File: src/hw/rtl/ffba_pkg.sv
// ----------------------------------------------------------------------------
// ffba_pkg: shared types and constants of the first-fit block allocator
// Holds the table geometry, the action and status codes, and the probe
// record that walks the chain of block cells.
// ----------------------------------------------------------------------------
package ffba_pkg;

    // Table geometry.
    localparam int NUM_BLOCKS = 64;
    localparam int SIZE_BITS  = 16;
    localparam int IDX_BITS   = (NUM_BLOCKS > 1) ? $clog2(NUM_BLOCKS) : 1;

    // Fixed field widths at the ports.
    localparam int ACTION_W = 2;
    localparam int SIZE_W   = 16;
    localparam int PID_W    = 6;
    localparam int EIDX_W   = 6;
    localparam int STATUS_W = 2;
    localparam int BIDX_W   = 6;

    typedef enum logic [ACTION_W-1:0] {
        ACT_LOAD  = 2'd0,
        ACT_ALLOC = 2'd1,
        ACT_READ  = 2'd2
    } action_t;

    typedef enum logic [STATUS_W-1:0] {
        ST_OK         = 2'd0,
        ST_NO_FIT     = 2'd1,
        ST_FULL       = 2'd2,
        ST_NOT_LOADED = 2'd3
    } status_t;

    // One item in flight. The request part travels unchanged; the result
    // part is filled in by the cell that serves the item, which also sets done.
    typedef struct packed {
        logic                 active;
        logic                 done;
        action_t              action;
        logic [SIZE_BITS-1:0] req_size;
        logic [PID_W-1:0]     pid;
        logic [EIDX_W-1:0]    eidx;
        logic [IDX_BITS-1:0]  res_idx;
        logic                 res_alloc;
        logic [PID_W-1:0]     res_owner;
        logic [SIZE_BITS-1:0] res_cap;
        logic [SIZE_BITS-1:0] res_held;
    } probe_t;

    // Occupancy flags of one cell.
    typedef struct packed {
        logic loaded;
        logic allocated;
    } cell_status_t;

endpackage

File: src/hw/rtl/ffba_cell.sv
// ----------------------------------------------------------------------------
// ffba_cell: one block of the allocator table
// Holds one block entry and one stage of the probe chain. An item that no
// earlier cell has served is served here when this entry matches it.
// ----------------------------------------------------------------------------
module ffba_cell (
    input  logic                           clk,
    input  logic                           rst_n,
    input  logic                           advance,
    input  logic [ffba_pkg::IDX_BITS-1:0]  cell_id,
    input  ffba_pkg::probe_t               probe_in,
    output ffba_pkg::probe_t               probe_out,
    output ffba_pkg::cell_status_t         cell_status
);

    ffba_pkg::probe_t                    probe_reg;
    ffba_pkg::probe_t                    probe_next;
    logic                                loaded_reg;
    logic                                loaded_next;
    logic                                alloc_reg;
    logic                                alloc_next;
    logic [ffba_pkg::SIZE_BITS-1:0]      size_reg;
    logic [ffba_pkg::SIZE_BITS-1:0]      size_next;
    logic [ffba_pkg::PID_W-1:0]          owner_reg;
    logic [ffba_pkg::PID_W-1:0]          owner_next;
    logic [ffba_pkg::SIZE_BITS-1:0]      held_reg;
    logic [ffba_pkg::SIZE_BITS-1:0]      held_next;
    logic                                id_match;

    // Compare at a width that holds both the requested and the local index.
    assign id_match = ((ffba_pkg::EIDX_W + ffba_pkg::IDX_BITS)'(probe_in.eidx) ==
                       (ffba_pkg::EIDX_W + ffba_pkg::IDX_BITS)'(cell_id));

    always_comb
    begin
        probe_next  = probe_in;
        loaded_next = loaded_reg;
        alloc_next  = alloc_reg;
        size_next   = size_reg;
        owner_next  = owner_reg;
        held_next   = held_reg;
        if (probe_in.active && !probe_in.done)
        begin
            unique case (probe_in.action)
                ffba_pkg::ACT_LOAD:
                begin
                    if (!loaded_reg)
                    begin
                        loaded_next          = 1'b1;
                        alloc_next           = 1'b0;
                        size_next            = probe_in.req_size;
                        probe_next.done      = 1'b1;
                        probe_next.res_idx   = cell_id;
                        probe_next.res_alloc = 1'b0;
                        probe_next.res_owner = '0;
                        probe_next.res_cap   = probe_in.req_size;
                        probe_next.res_held  = '0;
                    end
                end
                ffba_pkg::ACT_ALLOC:
                begin
                    if (loaded_reg && !alloc_reg && (size_reg >= probe_in.req_size))
                    begin
                        alloc_next           = 1'b1;
                        owner_next           = probe_in.pid;
                        held_next            = probe_in.req_size;
                        probe_next.done      = 1'b1;
                        probe_next.res_idx   = cell_id;
                        probe_next.res_alloc = 1'b1;
                        probe_next.res_owner = probe_in.pid;
                        probe_next.res_cap   = size_reg;
                        probe_next.res_held  = probe_in.req_size;
                    end
                end
                ffba_pkg::ACT_READ:
                begin
                    if (loaded_reg && id_match)
                    begin
                        probe_next.done      = 1'b1;
                        probe_next.res_idx   = cell_id;
                        probe_next.res_alloc = alloc_reg;
                        probe_next.res_owner = alloc_reg ? owner_reg : '0;
                        probe_next.res_cap   = size_reg;
                        probe_next.res_held  = alloc_reg ? held_reg : '0;
                    end
                end
                default:
                begin
                    probe_next = probe_in;
                end
            endcase
        end
    end

    always_ff @(posedge clk or negedge rst_n)
    begin
        if (!rst_n)
        begin
            probe_reg  <= '0;
            loaded_reg <= 1'b0;
            alloc_reg  <= 1'b0;
        end
        else if (advance)
        begin
            probe_reg  <= probe_next;
            loaded_reg <= loaded_next;
            alloc_reg  <= alloc_next;
        end
    end

    // Entry payload is only read once the matching flag says it is valid.
    always_ff @(posedge clk)
    begin
        if (advance)
        begin
            size_reg  <= size_next;
            owner_reg <= owner_next;
            held_reg  <= held_next;
        end
    end

    assign probe_out             = probe_reg;
    assign cell_status.loaded    = loaded_reg;
    assign cell_status.allocated = alloc_reg;

endmodule

File: config.mk
export PLATFORM = sky130hd
export DESIGN_NAME = ffba_cell
export DESIGN_NICKNAME = d
export VERILOG_FILES = /design/src/hw/rtl/ffba_pkg.sv /design/src/hw/rtl/ffba_cell.sv
export SDC_FILE = /design/constraint.sdc
export NUM_CORES = 1
export LEC_CHECK = 0
export ABC_AREA = 0
export ABC_CLOCK_PERIOD_IN_PS = 8200
export BUFFER_PORTS_ARGS = -buffer_cell sky130_fd_sc_hd__buf_2
export CAP_MARGIN = 20
export CORE_ASPECT_RATIO = 0.9
export CORE_MARGIN = 1
export CORE_UTILIZATION = 57
export DETAILED_ROUTE_END_ITERATION = 16
export PLACE_DENSITY_LB_ADDON = 0.25
export SLEW_MARGIN = 20
export SYNTH_ARGS = -nofsm -noshare
export SYNTH_HDL_FRONTEND = slang
export SYNTH_SLANG_ARGS = --single-unit
File: constraint.sdc
create_clock -name clk -period 8.2 [get_ports clk]
set_input_delay 0.82 -clock clk [delete_from_list [all_inputs] [get_ports clk]]
set_output_delay 0.82 -clock clk [all_outputs]
set_load 0.05 [all_outputs]
==> flow_summary.json <==
{
  "status": "completed",
  "cts-root-buf": "clkbuf_16",
  "area_growth_pct": 23.99,
  "crit_path_end_kind": "flip-flop",
  "synth_cell_types": 47,
  "largest_reg_flops": 77,
  "crit_path_start": "probe_in[70]",
  "cp.arrival_ps": 3480,
  "seqPwrFrac_pct": 38.2,
  "reg2reg_slack_ps": 5230,
  "worst_r2r_endpoint": "probe_out[1]",
  "cts_buffers": 17,
  "grt_pass1_vias": 4821,
  "grt_max_degree": 85,
  "crit_fanout": 22,
  "avgSynthCellArea_um2": 11.34,
  "drt.antenna.violating_nets": 0,
  "clockBufferDepth": 2,
  "post-route-util_pct": 74.23,
  "final_common_cell": "buf_2",
  "final_cell_mix": "buf_2 (162), nand2_1 (85), dfrtp_1 (79)",
  "p_per_area_nw_per_um2": 238.7,
  "die_y_um": 98.59,
  "initial_core_util_pct": 59.86,
  "cp_common_cell": "a21o_1",
  "fp.dieW_um": 109.3,
  "diodes": 0,
  "setup_violations": 0,
  "crit_type": "primary input to flip-flop",
  "drcViolationCount": 0,
  "final_cell_area_um2": 7326,
  "layout-drive-gt1-share_pct": 41.01,
  "fin_nets": 783,
  "finalSetupTns_ps": 0,
  "worst_ep_required_time_ps": 8470,
  "leakagePower_nw": 3.291,
  "vias_per_cell": 5.900,
  "hold_viol_final": 0,
  "swShare_pct": 33.06,
  "clock_power_share_pct": 40.4,
  "vdd_drop_max_v": 0.0002064,
  "timing.final.crit_share_pct": 39.10,
  "endpoint": "probe_out[1]",
  "dr.pass1.iters": 5,
  "dp_hpwl_um": 9868,
  "die_area_um2": 10780,
  "clock_sinks": 117,
  "hp-class": "primary input to async pin",
  "slew_headroom_pct": 35.28,
  "synth_seq_cells": 117,
  "layout_min_cycle_time_ps": 3206,
  "htree_levels": 4,
  "port_buffers": 164,
  "worst_pin_slew_ps": 970.8,
  "cts_resized": 0,
  "core_area_um2": 9869,
  "grt_antenna_before_repair": 0,
  "p_int_w": 0.001171,
  "syn_inst": 521,
  "routedWlPerCell_um": 18.46,
  "yosys_warnings": 0,
  "grt_usage_pct": 29.31,
  "placed_area_um2": 6755,
  "cts_tree": "yes",
  "cpMaxStageDelayCell": "o211a_1",
  "p_switching_w": 0.0005782,
  "comb_power_share_pct": 21.4,
  "synth_area_um2": 5908,
  "num_vias": 4814,
  "skew_ps": 12.15,
  "ioPinCount": 165,
  "path_cells": "buf_2, inv_1, ha_1, a21o_1, a21o_1, a2111oi_2, o211a_1, nor3_4, buf_4, a221oi_1, a21oi_1",
  "n_fill_cell": 710,
  "start_kind": "primary input",
  "maxSlewViolCount": 0,
  "insertion_delay_ps": 410,
  "hold_buffers": 0,
  "slowest_delay_ps": 470,
  "r2r-start": "size_reg[13]",
  "fmax_mhz": 311.9,
  "syn_nets": 627,
  "yosysSeqAreaShare_pct": 52.77,
  "cts_setup_buffers": 0,
  "clkTransAtPathRegs_ps": 60,
  "grt_setup_unrepaired": "false",
  "drtIter0Drc": 374,
  "drt_wl_total_um": 15070,
  "drv_cap": 0,
  "grt.overflow.total": 0,
  "place.gp.congestion": 0.8978,
  "grt_pass1_wl_um": 24040,
  "row_count": 34,
  "rr_worst_depth": 9
}
final cells by class:
type	instances	area, um^2	share of cell area (%)
timing repair buffer	170	874.6	11.94
sequential	117	3118	42.56
clock buffer	18	439.2	5.995
multi-input combinational	350	2531	34.55
clock inverter	14	126.4	1.725
tap	126	157.7	2.152
inverter	21	78.83	1.076
synth_stat cells (all sizes together):
cell     instances  area (um^2)
nor2b            2        12.51
nor3             3        26.28
and3             1        6.260
a211oi           1        7.510
xnor2            6        52.55
nand4            3        18.77
a221oi          42        618.1
o21a             1        7.510
nor2            47        176.4
a2111oi          2        23.77
nor3b            1        7.510
nor4b            2        17.52
nand2b           3        18.77
nand2           85        319.1
mux2            32        360.4
o211a            1        10.01
inv             21        78.83
mux2i            2        20.02
nand4b           1        8.760
dfrtp           79         1977
nand3b           3        22.52
ha              20        250.2
o22ai           21        145.1
a21oi           29        145.1
nor4             1        6.260
a211o            1        10.01
a21o             3        22.52
edfxtp          38         1141
a32oi            1        8.760
nand3            7        35.03
a22o             1        8.760
or3              2        17.52
a311oi           1        8.760
buf             15        118.9
o21ai           24        123.9
or3b             1        8.760
clkbuf          18        67.56
worst min path at each step:
stage                     slack, ps            end  depth (start not counted)
final                           430  probe_out[24]                          1
after global routing            510  probe_out[26]                          1
after CTS                       510  probe_out[48]                          1
after detailed placement        490  probe_out[48]                          1
after global placement          480  probe_out[76]                          1
after floorplan                 520      alloc_reg                          0
per-stage QoR:
step           std cells  setup slack, ps  hold WS (ps)  total power, W
6_report             816             4994         433.2        0.001749
5_1_grt              816             4856         512.8        0.001809
4_1_cts              816             4691         505.2        0.001754
3_5_place_dp         784             4227         493.1        0.001051
3_3_place_gp         784             4417         484.9        0.001042
2_1_floorplan        521             4249         515.7       0.0009415
cell families after synthesis:
family | after synthesis | share of synthesized area, %
xor+xnor | 6 | 0.8894
fa+ha+maj | 20 | 4.235
flops | 117 | 52.77
mux | 34 | 6.438
simple gates | 162 | 11.88
compound gates | 128 | 19.29
buf+inv | 54 | 4.490
power groups by stage:
stage | clock network, W | logic [W] | registers, W
6_report | 0.000706 | 0.000374 | 0.000669
5_1_grt | 0.000736 | 0.000399 | 0.000674
4_1_cts | 0.000711 | 0.000374 | 0.000669
3_5_place_dp | 0 | 0.000372 | 0.000679
3_3_place_gp | 0 | 0.000366 | 0.000676
2_1_floorplan | 0 | 0.000117 | 0.000825
layer usage:
metal	up-vias	track usage (%)	routed length (um)
met5	-	0	0
met4	0	8.923	213
met3	22	8.399	1217
met2	229	45.67	7051
met1	2346	39.84	6582
li1	2217	-	-
worst max-delay path, delay by kind of cell:
kind / cells / cell delay (ps)
fa+ha+maj: 1 / 310
simple gates: 1 / 90
compound gates: 6 / 1740
buf+inv: 3 / 510
No activity file was read; power rests on OpenSTA's default activity.
